<file path="src/rtl/bfra_pkg.sv">
`timescale 1ns / 1ps
`default_nettype none
// ----------------------------------------------------------------------------
// bfra_pkg
// Shared types and constants for the best-fit region allocator.
// ----------------------------------------------------------------------------
package bfra_pkg;

    localparam int MEM_BYTES    = 64 * 1024;
    localparam int MAX_SEGMENTS = 64;
    localparam int IDX_W        = $clog2(MAX_SEGMENTS);
    localparam int CNT_W        = $clog2(MAX_SEGMENTS + 1);
    localparam int OFF_W        = 16;
    localparam int LEN_W        = 17;
    localparam int TAG_W        = 3;

    localparam logic [TAG_W-1:0] TAG_FREE = '0;

    // command codes
    localparam logic CMD_ALLOC = 1'b0;
    localparam logic CMD_FREE  = 1'b1;

    // status codes
    localparam logic [1:0] ST_OK     = 2'd0;
    localparam logic [1:0] ST_NOFIT  = 2'd1;
    localparam logic [1:0] ST_FULL   = 2'd2;
    localparam logic [1:0] ST_BADREF = 2'd3;

    // one segment table entry
    typedef struct packed {
        logic [OFF_W-1:0] off;
        logic [LEN_W-1:0] len;
        logic [TAG_W-1:0] tag;
    } t_seg;

    localparam int SEG_W = $bits(t_seg);

endpackage
`default_nettype wire

</file>
<file path="src/rtl/bfra_ram.sv">
`timescale 1ns / 1ps
`default_nettype none
// ----------------------------------------------------------------------------
// bfra_ram
// Generic simple dual-port RAM: one write port, one read port, registered read.
// ----------------------------------------------------------------------------
module bfra_ram #(
    parameter int WIDTH = 8,
    parameter int DEPTH = 16
) (
    input  wire logic                     i_clk,
    input  wire logic                     i_we,
    input  wire logic [$clog2(DEPTH)-1:0] i_waddr,
    input  wire logic [WIDTH-1:0]         i_wdata,
    input  wire logic [$clog2(DEPTH)-1:0] i_raddr,
    output logic      [WIDTH-1:0]         o_rdata
);

    logic [WIDTH-1:0] r_mem [DEPTH];

    always_ff @(posedge i_clk) begin
        if (i_we) begin
            r_mem[i_waddr] <= i_wdata;
        end
        o_rdata <= r_mem[i_raddr];
    end

endmodule
`default_nettype wire

</file>
<file path="src/rtl/best_fit_region_allocator.sv">
`timescale 1ns / 1ps
`default_nettype none
// ----------------------------------------------------------------------------
// best_fit_region_allocator
// Best-fit allocator with coalescing; segment table held in one RAM.
// ----------------------------------------------------------------------------
// Flow: a scan reads the N live segments in order, one table read per cycle.
// An exact fit or an error then answers at once; a split that inserts an
// entry or a free that removes entries first shifts the entries above it.
// One item is processed at a time; results sit in an output register.
// Reset: synchronous; after reset the S_INIT state writes the initial free
// segment into entry 0, during which no item is taken.
module best_fit_region_allocator
    import bfra_pkg::*;
(
    input  wire logic              i_clk,
    input  wire logic              i_rst_n,
    input  wire logic              i_valid,
    output logic                   o_stall,
    input  wire logic              i_command,
    input  wire logic [TAG_W-1:0]  i_usage_tag,
    input  wire logic [LEN_W-1:0]  i_request_size,
    input  wire logic [OFF_W-1:0]  i_region_offset,
    output logic                   o_valid,
    input  wire logic              i_stall,
    output logic [1:0]             o_status,
    output logic [OFF_W-1:0]       o_granted_offset,
    output logic [LEN_W-1:0]       o_segment_size
);

    typedef enum logic [7:0] {
        S_INIT   = 8'b0000_0001,
        S_IDLE   = 8'b0000_0010,
        S_SCAN   = 8'b0000_0100,
        S_DECIDE = 8'b0000_1000,
        S_COPY   = 8'b0001_0000,
        S_FIX1   = 8'b0010_0000,
        S_FIX2   = 8'b0100_0000,
        S_RESP   = 8'b1000_0000
    } t_state;

    t_state r_state;

    // request
    logic             r_cmd;
    logic [TAG_W-1:0] r_tag;
    logic [LEN_W-1:0] r_size;
    logic [OFF_W-1:0] r_off;
    logic [CNT_W-1:0] r_count;

    // scan pipeline
    logic [CNT_W-1:0] r_ridx;
    logic             r_sv;
    logic [IDX_W-1:0] r_sidx;
    t_seg             r_last;

    // scan results
    logic             r_found;
    logic [IDX_W-1:0] r_bidx;
    logic [OFF_W-1:0] r_boff;
    logic [LEN_W-1:0] r_blen;
    logic [LEN_W-1:0] r_bleft;
    logic [TAG_W-1:0] r_btag;
    logic             r_pf;
    logic [OFF_W-1:0] r_poff;
    logic [LEN_W-1:0] r_plen;
    logic             r_nf;
    logic [LEN_W-1:0] r_nlen;
    logic [IDX_W-1:0] r_tidx;
    logic [LEN_W-1:0] r_mlen;

    // copy engine
    logic [CNT_W-1:0] r_src;
    logic [CNT_W-1:0] r_dst;
    logic [CNT_W-1:0] r_rleft;
    logic             r_down;
    logic             r_wv;
    logic [IDX_W-1:0] r_wa;

    // pending and output result
    logic [1:0]       r_rst;
    logic [OFF_W-1:0] r_roff;
    logic [LEN_W-1:0] r_rlen;
    logic             r_ov;
    logic [1:0]       r_ost;
    logic [OFF_W-1:0] r_ooff;
    logic [LEN_W-1:0] r_olen;

    // RAM port signals
    logic             ram_we;
    logic [IDX_W-1:0] ram_waddr;
    t_seg             ram_wdata;
    logic [IDX_W-1:0] ram_raddr;
    t_seg             ram_rdata;
    logic [SEG_W-1:0] ram_rbits;

    logic             in_xfer;
    logic             out_free;
    logic [LEN_W-1:0] d_left;
    logic             d_fit;
    logic [IDX_W-1:0] bidx_p1;

    assign in_xfer   = i_valid && !o_stall;
    assign out_free  = !r_ov || !i_stall;
    assign ram_rdata = t_seg'(ram_rbits);
    assign d_left    = ram_rdata.len - r_size;
    assign d_fit     = (ram_rdata.tag == TAG_FREE) && (ram_rdata.len >= r_size);
    assign bidx_p1   = r_bidx + IDX_W'(1);

    // RAM address and write selection
    always_comb begin
        ram_we    = 1'b0;
        ram_waddr = r_wa;
        ram_wdata = ram_rdata;
        ram_raddr = (r_state == S_COPY) ? r_src[IDX_W-1:0] : r_ridx[IDX_W-1:0];
        unique case (r_state)
            S_INIT: begin
                ram_we    = 1'b1;
                ram_waddr = '0;
                ram_wdata = '{off: '0, len: LEN_W'(MEM_BYTES), tag: TAG_FREE};
            end
            S_DECIDE: begin
                // exact fit: retag in place
                ram_we    = (r_cmd == CMD_ALLOC) && (r_size != '0) && r_found
                            && (r_bleft == '0);
                ram_waddr = r_bidx;
                ram_wdata = '{off: r_boff, len: r_blen, tag: r_tag};
            end
            S_COPY: begin
                ram_we = r_wv;
            end
            S_FIX1: begin
                ram_we = 1'b1;
                if (r_cmd == CMD_ALLOC) begin
                    ram_waddr = bidx_p1;
                    ram_wdata = '{off: r_boff + r_size[OFF_W-1:0], len: r_bleft,
                                  tag: TAG_FREE};
                end else begin
                    ram_waddr = r_tidx;
                    ram_wdata = '{off: r_roff, len: r_mlen, tag: TAG_FREE};
                end
            end
            S_FIX2: begin
                ram_we    = 1'b1;
                ram_waddr = r_bidx;
                ram_wdata = '{off: r_boff, len: r_size, tag: r_tag};
            end
            default: begin
                ram_we = 1'b0;
            end
        endcase
    end

    bfra_ram #(
        .WIDTH(SEG_W),
        .DEPTH(MAX_SEGMENTS)
    ) u_table (
        .i_clk  (i_clk),
        .i_we   (ram_we),
        .i_waddr(ram_waddr),
        .i_wdata(ram_wdata),
        .i_raddr(ram_raddr),
        .o_rdata(ram_rbits)
    );

    // control sequencer
    always_ff @(posedge i_clk) begin
        if (!i_rst_n) begin
            r_state <= S_INIT;
            r_count <= '0;
            r_sv    <= 1'b0;
            r_wv    <= 1'b0;
            r_ov    <= 1'b0;
        end else begin
            // output drained; a new load in S_RESP keeps it set
            if (r_ov && !i_stall && r_state != S_RESP) begin
                r_ov <= 1'b0;
            end
            unique case (r_state)
                S_INIT: begin
                    r_count <= CNT_W'(1);
                    r_state <= S_IDLE;
                end
                S_IDLE: begin
                    if (in_xfer) begin
                        r_cmd   <= i_command;
                        r_tag   <= (i_usage_tag == TAG_FREE) ? TAG_W'(1) : i_usage_tag;
                        r_size  <= i_request_size;
                        r_off   <= i_region_offset;
                        r_ridx  <= '0;
                        r_sv    <= 1'b0;
                        r_found <= 1'b0;
                        r_pf    <= 1'b0;
                        r_nf    <= 1'b0;
                        r_state <= S_SCAN;
                    end
                end
                S_SCAN: begin
                    // issue reads in order; data returns in the following cycle
                    r_sv   <= (r_ridx != r_count);
                    r_sidx <= r_ridx[IDX_W-1:0];
                    if (r_ridx != r_count) begin
                        r_ridx <= r_ridx + CNT_W'(1);
                    end
                    if (r_sv) begin
                        r_last <= ram_rdata;
                        if (r_cmd == CMD_ALLOC) begin
                            if (d_fit && (!r_found || d_left < r_bleft)) begin
                                r_found <= 1'b1;
                                r_bidx  <= r_sidx;
                                r_boff  <= ram_rdata.off;
                                r_blen  <= ram_rdata.len;
                                r_bleft <= d_left;
                            end
                        end else begin
                            if (!r_found && ram_rdata.off == r_off) begin
                                r_found <= 1'b1;
                                r_bidx  <= r_sidx;
                                r_boff  <= ram_rdata.off;
                                r_blen  <= ram_rdata.len;
                                r_btag  <= ram_rdata.tag;
                                r_pf    <= (r_sidx != '0) && (r_last.tag == TAG_FREE);
                                r_poff  <= r_last.off;
                                r_plen  <= r_last.len;
                            end
                            if (r_found && r_sidx == bidx_p1) begin
                                r_nf   <= (ram_rdata.tag == TAG_FREE);
                                r_nlen <= ram_rdata.len;
                            end
                        end
                    end
                    if (!r_sv && r_ridx == r_count) begin
                        r_state <= S_DECIDE;
                    end
                end
                S_DECIDE: begin
                    if (r_cmd == CMD_ALLOC) begin
                        if (r_size == '0 || !r_found) begin
                            r_rst   <= ST_NOFIT;
                            r_roff  <= '0;
                            r_rlen  <= '0;
                            r_state <= S_RESP;
                        end else if (r_bleft == '0) begin
                            r_rst   <= ST_OK;
                            r_roff  <= r_boff;
                            r_rlen  <= r_size;
                            r_state <= S_RESP;
                        end else if (r_count == CNT_W'(MAX_SEGMENTS)) begin
                            r_rst   <= ST_FULL;
                            r_roff  <= '0;
                            r_rlen  <= '0;
                            r_state <= S_RESP;
                        end else begin
                            // open a hole above the best fit
                            r_rst   <= ST_OK;
                            r_src   <= r_count - CNT_W'(1);
                            r_dst   <= r_count;
                            r_rleft <= r_count - CNT_W'(1) - CNT_W'(r_bidx);
                            r_down  <= 1'b1;
                            r_roff  <= r_boff;
                            r_rlen  <= r_size;
                            r_state <= S_COPY;
                        end
                    end else begin
                        if (!r_found || r_btag == TAG_FREE) begin
                            r_rst   <= ST_BADREF;
                            r_roff  <= '0;
                            r_rlen  <= '0;
                            r_state <= S_RESP;
                        end else begin
                            // close the gap left by merged neighbors
                            r_rst   <= ST_OK;
                            r_tidx  <= r_pf ? r_bidx - IDX_W'(1) : r_bidx;
                            r_src   <= CNT_W'(r_bidx) + CNT_W'(1) + CNT_W'(r_nf);
                            r_rleft <= r_count - (CNT_W'(r_bidx) + CNT_W'(1)
                                       + CNT_W'(r_nf));
                            r_dst   <= (r_pf ? CNT_W'(r_bidx) : CNT_W'(r_bidx)
                                       + CNT_W'(1));
                            r_down  <= 1'b0;
                            r_mlen  <= r_blen + (r_nf ? r_nlen : '0)
                                       + (r_pf ? r_plen : '0);
                            r_roff  <= r_pf ? r_poff : r_boff;
                            r_rlen  <= r_blen + (r_nf ? r_nlen : '0)
                                       + (r_pf ? r_plen : '0);
                            r_state <= S_COPY;
                        end
                    end
                end
                S_COPY: begin
                    // streamed move: read one entry, write it in the next cycle
                    if (r_rleft != '0) begin
                        r_rleft <= r_rleft - CNT_W'(1);
                        r_wv    <= 1'b1;
                        r_wa    <= r_dst[IDX_W-1:0];
                        r_src   <= r_down ? r_src - CNT_W'(1) : r_src + CNT_W'(1);
                        r_dst   <= r_down ? r_dst - CNT_W'(1) : r_dst + CNT_W'(1);
                    end else begin
                        r_wv <= 1'b0;
                        if (!r_wv) begin
                            r_state <= S_FIX1;
                        end
                    end
                end
                S_FIX1: begin
                    if (r_cmd == CMD_ALLOC) begin
                        r_state <= S_FIX2;
                    end else begin
                        r_count <= r_count - CNT_W'(r_pf) - CNT_W'(r_nf);
                        r_state <= S_RESP;
                    end
                end
                S_FIX2: begin
                    r_count <= r_count + CNT_W'(1);
                    r_state <= S_RESP;
                end
                S_RESP: begin
                    if (out_free) begin
                        r_ov    <= 1'b1;
                        r_ost   <= r_rst;
                        r_ooff  <= r_roff;
                        r_olen  <= r_rlen;
                        r_state <= S_IDLE;
                    end
                end
                default: begin
                    r_state <= S_INIT;
                end
            endcase
        end
    end

    assign o_stall          = (r_state != S_IDLE);
    assign o_valid          = r_ov;
    assign o_status         = r_ost;
    assign o_granted_offset = r_ooff;
    assign o_segment_size   = r_olen;

    // checks
    a_count_range: assert property (@(posedge i_clk) disable iff (!i_rst_n)
        (r_state != S_INIT) |-> (r_count != '0 && r_count <= CNT_W'(MAX_SEGMENTS)))
        else $error("segment count out of range");

    a_copy_write: assert property (@(posedge i_clk) disable iff (!i_rst_n)
        r_wv |-> (r_state == S_COPY))
        else $error("copy write outside copy phase");

    a_accept_scan: assert property (@(posedge i_clk) disable iff (!i_rst_n)
        in_xfer |=> (r_state == S_SCAN))
        else $error("accepted transfer did not start a scan");

    a_resp_load: assert property (@(posedge i_clk) disable iff (!i_rst_n)
        (r_state == S_RESP && out_free) |=> r_ov)
        else $error("result not loaded into output register");

endmodule
`default_nettype wire

</file>
<file path="config.mk">
export PLATFORM = sky130hd
export DESIGN_NAME = best_fit_region_allocator
export DESIGN_NICKNAME = d
export VERILOG_FILES = /design/src/rtl/bfra_pkg.sv /design/src/rtl/bfra_ram.sv /design/src/rtl/best_fit_region_allocator.sv
export SDC_FILE = /design/constraint.sdc
export NUM_CORES = 2
export LEC_CHECK = 0
export BUFFER_PORTS_ARGS = -buffer_cell sky130_fd_sc_hd__buf_2
export CORE_UTILIZATION = 55
export DETAILED_ROUTE_END_ITERATION = 7
export PLACE_DENSITY = 0.79
export RECOVER_POWER = 100
export SYNTH_ARGS = -nofsm -noshare
export SYNTH_HDL_FRONTEND = slang
export SYNTH_HIERARCHICAL = 1
export SYNTH_SLANG_ARGS = --single-unit
</file>
<file path="constraint.sdc">
create_clock -name i_clk -period 5.9 [get_ports i_clk]
set_clock_uncertainty 0.05 [all_clocks]
set_input_delay 1.18 -clock i_clk [delete_from_list [all_inputs] [get_ports i_clk]]
set_output_delay 1.18 -clock i_clk [all_outputs]
set_load 0.1 [all_outputs]
</file>
# Word-level counts from Yosys, hierarchy flattened
# Memories as Yosys holds them, arrays and structs flattened. A register that Yosys moved wholly into a read port is not among the register bits.
# Index checks and enable logic that the tools add are counted.
[totals]
ff_bits = 337
latchBits = 0
mem_bits_rw = 2304
romBits = 0
input_bits = 41
out_inout_bits = 37
elab_cells = 258
mem_count = 1
[memory_table]
columns = ["memory", "words", "width", "read_ports", "rd_ports_with_merged_regs", "write_ports", "line_no", "source"]
rows = [
  ["u_table.r_mem", 64, 36, 1, 1, 1, "bfra_ram.sv:19", "logic [WIDTH-1:0] r_mem [DEPTH];"],
]
[classes]
addsub = 20
mul = 0
div = 0
order_cmp = 2
eq_ne = 38
n_shift = 0
n_mux = 101
n_bitwise = 2
n_reduce_logical = 56
[op_table]
columns = ["operator", "count"]
rows = [
  ["$mux W17", 10],
  ["$mux W7", 24],
  ["$mux W16", 9],
  ["$pmux W36 S4", 1],
  ["$mux W8", 11],
  ["$pmux W8 S8", 1],
  ["$pmux W7 S2", 4],
  ["$mux W36", 1],
  ["$mux W6", 6],
  ["$add A17 B17 Y17", 2],
  ["$logic_not A17 Y1", 2],
  ["$ne A2 B2 Y1 const B", 15],
  ["$add A7 B1 Y7 const B", 4],
  ["$sub A7 B1 Y7 const B", 4],
  ["$reduce_and A5 Y1", 5],
  ["$reduce_and A6 Y1", 4],
  ["$mux W1", 22],
  ["$pmux W7 S3", 1],
  ["$ne A3 B3 Y1 const B", 6],
  ["$pmux W6 S3", 1],
  ["$ge A17 B17 Y1", 1],
  ["$lt A17 B17 Y1", 1],
  ["$reduce_bool A17 Y1", 1],
  ["$sub A17 B17 Y17", 1],
  ["other kinds (42)", 82],
]

# Depth between registers and ports, before layout
[depth]
ltp_word = 8
mapped_depth = 18
ltp_nobuf = 18

# Hierarchy
# Netlist, hierarchy kept.
[by_module_without_submodules]
columns = ["module", "n_inst", "cells_each", "area_per_inst_um2", "seq_area_each_um2"]
rows = [
  ["bfra_ram", 1, 3823, 88082.0, 69907.0],
  ["best_fit_region_allocator", 1, 1519, 17937.2, 9879.5],
]

# Worst setup path before layout
# OpenSTA, ideal clock, no wires.
[synth_path]
kind = "register to register"
from = "register r_size[5]"
to = "register r_bidx[0] (enable)"
setup_time_ns = 0.448
arrival_time_ns = 5.184
t_required_ns = 5.402
slack_ns = 0.217
path_stages_with_launch = 17
n_path_buf = 0
period_less_slack_ns = 5.683
cell_sequence = "edfxtp_1 -> inv_1 -> ha_1 -> a21o_1 -> a21o_1 -> a211oi_2 -> nor3_1 -> a2111oi_0 -> xnor2_1 -> ha_1 -> a21o_1 -> a21o_1 -> a21oi_1 -> nor2_1 -> a211oi_1 -> o211ai_1 -> a21oi_1"
[synth_via]
elab_chain_len = 6
word_cells_on_any_way = 8
classes_between = "add/sub: 1; order compare: 2; reduce/logical: 5"
[synth_lines]
columns = ["element", "line_no", "source"]
rows = [
  ["from (decl)", "best_fit_region_allocator.sv:47", "logic [LEN_W-1:0] r_size;"],
  ["from (signal assigned)", "best_fit_region_allocator.sv:188", "r_size <= i_request_size;"],
  ["$sub A17 B17 Y17", "best_fit_region_allocator.sv:106", "assign d_left = ram_rdata.len - r_size;"],
  ["net d_left[14]", "best_fit_region_allocator.sv:99", "logic [LEN_W-1:0] d_left;"],
  ["$lt A17 B17 Y1", "best_fit_region_allocator.sv:208", "if (d_fit && (!r_found || d_left < r_bleft)) begin"],
  ["$logic_or A1 B1 Y1", "best_fit_region_allocator.sv:208", ""],
  ["$logic_and A1 B1 Y1", "best_fit_region_allocator.sv:208", ""],
  ["$reduce_bool A2 Y1 (no source line)", "--", ""],
  ["$reduce_and A5 Y1 (no source line)", "--", ""],
  ["to (signal assigned)", "best_fit_region_allocator.sv:210", "r_bidx <= r_sidx;"],
  ["to (signal assigned)", "best_fit_region_allocator.sv:218", "r_bidx <= r_sidx;"],
  ["to (decl)", "best_fit_region_allocator.sv:59", "logic [IDX_W-1:0] r_bidx;"],
]
# The timed path passes the listed nets, and every way through them passes these cells.
# A chain may end at the register's enable or synchronous reset.

# Worst setup path after layout
[layout_path]
from = "register r_state[1]"
to = "register u_table.o_rdata[2] (read register of u_table.r_mem)"
[layout_via]
elab_chain_len = 2
[layout_lines]
columns = ["element", "line_no", "source"]
rows = [
  ["from (decl)", "best_fit_region_allocator.sv:42", "t_state r_state;"],
  ["from (signal assigned)", "best_fit_region_allocator.sv:169", "r_state <= S_INIT;"],
  ["from (signal assigned)", "best_fit_region_allocator.sv:182", "r_state <= S_IDLE;"],
  ["from (signal assigned)", "best_fit_region_allocator.sv:195", "r_state <= S_SCAN;"],
  ["$eq A8 B5 Y1", "best_fit_region_allocator.sv:115", "ram_raddr = (r_state == S_COPY) ? r_src[IDX_W-1:0] : r_ridx[IDX_W-1:0];"],
  ["$mux W6", "best_fit_region_allocator.sv:115", ""],
  ["net ram_raddr[5]", "best_fit_region_allocator.sv:93", "logic [IDX_W-1:0] ram_raddr;"],
  ["to (decl)", "bfra_ram.sv:16", "output logic [WIDTH-1:0] o_rdata"],
]
# The timed path passes the listed nets, and every way through them passes these cells.

==> results.py <==
metrics = {
    "run_status": {
        "status": "complete, but fails checks",
        "violations": "capacitance limit, slew limit",
    },
    "drt": {
        "firstDrtPassIters": 6,
        "drtIter0Drc": 9570,
        "drt-met1-wl_um": 97630,
        "drc": 0,
        "vias": 58270,
        "detail_route.vias_per_cell": 6.981,
        "wl_per_cell_um": 35.02,
        "routed-wl-met3_um": 39010,
        "top_layer_used": "met5",
        "wl_um": 292300,
        "wl_met2_um": 138300,
        "antenna_left": 0,
    },
    "power": {
        "p_switching_w": 0.01105,
        "power_density_mw_per_mm2": 371.2,
        "power.leakage_nw": 37.41,
        "peakVddDrop_uv": 303.4,
        "pwr-share-seq_pct": 54.0,
        "power_frac_clock_pct": 35.7,
        "p_sw_share_pct": 25.09,
        "comb_power_share_pct": 10.4,
        "internal_power_w": 0.03299,
        "power_w": 0.04404,
    },
    "timing": {
        "fin_crit_sh_pct": 94.39,
        "setup_tns_ps": 0,
        "slew_headroom_pct": -127.8,
        "setup_viol": 0,
        "rsz0062_at_grt": "no",
        "worst_pin_slew_ps": 3417,
        "timing.fmax_mhz": 179.6,
        "finalCriticalPeriod_ps": 5569,
        "drv_slew": 1761,
        "hold_violations": 0,
    },
    "synthesis": {
        "synth_nets": 5500,
        "async_flop_share_pct": 0,
        "avgSynthCellArea_um2": 19.85,
        "netlist_area_mm2": 0.1060,
        "synthDistinctLibCells": 86,
        "synth_edf_count": 2621,
        "synth_cells": 5342,
        "synth-seq-cells": 2675,
        "synth-main-ff-cell": "edfxtp_1",
        "seq_area_frac_synth_pct": 75.26,
        "ys_warn_count": 6,
    },
    "placement": {
        "placed_area_mm2": 0.1113,
        "portBuffers": 77,
        "dp_hpwl_um": 164200,
        "placed_cells": 7882,
        "place_congestion": 0.9476,
    },
    "cts": {
        "numCtsBuffers": 240,
        "postCtsHoldBufs": 0,
        "insertion_delay_ps": 910,
        "cts_root_buffer": "clkbuf_16",
        "cts_setup_buffers": 0,
        "clock-sinks": 2675,
        "cts.clk_slew.worst_paths_ps": 60,
        "ctsResizeCount": 0,
        "htree_levels": 4,
        "cts_tree": "built",
        "cts_buffer_depth": 3,
    },
    "setup_path": {
        "critical_path.max_fanout": 19,
        "cp-end-kind": "flip-flop",
        "start_kind": "flip-flop",
        "worstSetupPathType": "flip-flop to flip-flop",
        "crit_arrival_ps": 6320,
        "required_ps": 6650,
    },
    "global_route": {
        "first_global_vias": 57550,
        "grt_usage_pct": 30.13,
        "grt_pass1_wl_um": 412700,
        "antenna_found_initial": 9,
        "gr-total-overflow": 0,
        "grt_max_degree": 87,
    },
    "final_layout": {
        "syn_to_final_growth_pct": 11.92,
        "top_regs": "u_table/r_mem: 2304 flops, r_last: 36 flops, u_table/o_rdata: 36 flops",
        "stdcell_count": 8347,
        "final_nets": 5771,
        "fin_area_mm2": 0.1187,
        "drive_gt1_share_pct": 21.90,
        "final_util_pct": 62.20,
        "largest_register_ffs": 2304,
        "num-fill-cells": 12230,
        "regMostFlops": "u_table/r_mem",
    },
    "floorplan": {
        "core.rowCount": 160,
        "die_area_mm2": 0.1945,
        "core-area_mm2": 0.1908,
        "die_h_um": 441.0,
        "io_pins": 78,
        "die_w_um": 441.0,
        "start_util_pct": 55.57,
    },
    "run": {
        "cap_violations": 34,
    },
    "min_path": {
        "hold_path.class": "flip-flop to flip-flop",
    },
}
Yosys cell counts (67+ instances only):
library cell     n  area [um^2]
inv_1           84        315.3
a21oi_1         78        390.4
nand3_1         67        335.3
nand2_1        123        461.7
buf_2           71        355.3
edfxtp_1      2621        78710
ha_1            93         1164
o22ai_1        142        888.4
clkbuf_1       126        473.0
xnor2_1         73        639.4
a22oi_1         84        630.6
mux4_2         544        12250
nor2_1         216        810.8
worst max-delay path, stage by stage, from the launching register on:
cell and delay [ps]:
dfxtp_1 360, nor4_1 700, and4b_1 470, clkbuf_1 620, nand2_1 210, nand2_1 590
clkbuf_2 610, nor2b_1 470, clkbuf_2 550, nand3_1 440, and3_1 340
cells by family after synthesis:
kind of cell | after synthesis | share of synthesized area (%)
AOI/OAI and AO/OA | 703 | 4.670
muxes | 628 | 12.37
and+or+nand+nor | 726 | 3.483
xor gates and xnor gates | 116 | 0.9784
DFF | 2675 | 75.26
buffers and inverters | 377 | 1.688
adders and majority gates | 117 | 1.551
placed cells by master, fill, tap and decap left out, types with 72 or more instances in the layout:
master,count
edfxtp_1,2621
mux4_2,544
clkbuf_16,240
nor2_1,149
o22ai_1,142
clkbuf_1,138
nand2_1,121
buf_4,109
ha_1,93
inv_1,85
a22oi_1,84
xnor2_1,73
a21oi_1,72
cell type report:
class | instances | area (um^2) | share of cell area (%)
Clock inverter | 141 | 1515 | 1.277
Antenna cell | 10 | 25.02 | 0.02109
Timing Repair Buffer | 317 | 2201 | 1.855
Multi-Input combinational cell | 2290 | 25250 | 21.28
Clock buffer | 314 | 6404 | 5.397
Inverter | 89 | 334.1 | 0.2815
Sequential cell | 2675 | 79790 | 67.24
Tap cell | 2511 | 3142 | 2.648
per-layer routing:
layer | global-route usage (%) | up-vias
li1 | - | 22650
met1 | 38.91 | 29810
met2 | 47.61 | 5009
met3 | 7.775 | 799
met4 | 15.24 | 4
met5 | 0 | -
final timing paths:
path | end | start | slack (ps) | cells past startpoint
worst max-delay path | u_table/o_rdata[2] | r_state[1] | 330 | 10
worst min register to register | r_poff[15] | r_last[35] | 370 | 0
worst max register to register | u_table/o_rdata[2] | r_state[1] | 330 | 10
worst min-delay path | r_poff[15] | r_last[35] | 370 | 0
stage by stage:
stage / hold WS [ps] / worst slack (ps)
after CTS: 348.2 / 828.8
final: 367.4 / 331.2
after global routing: 372.8 / 242.4
after global placement: 350.5 / 948.1
after floorplan: 350.3 / 217.4
after detailed placement: 354.5 / 892.4
power by group through the flow:
stage	logic, W	registers, W	clock network (W)
2_1_floorplan	0.00225	0.0240	0
3_3_place_gp	0.00433	0.0239	0
3_5_place_dp	0.00454	0.0240	0
4_1_cts	0.00458	0.0236	0.0158
5_1_grt	0.00471	0.0238	0.0164
6_report	0.00456	0.0238	0.0157
(Power assumes the default switching activity.)
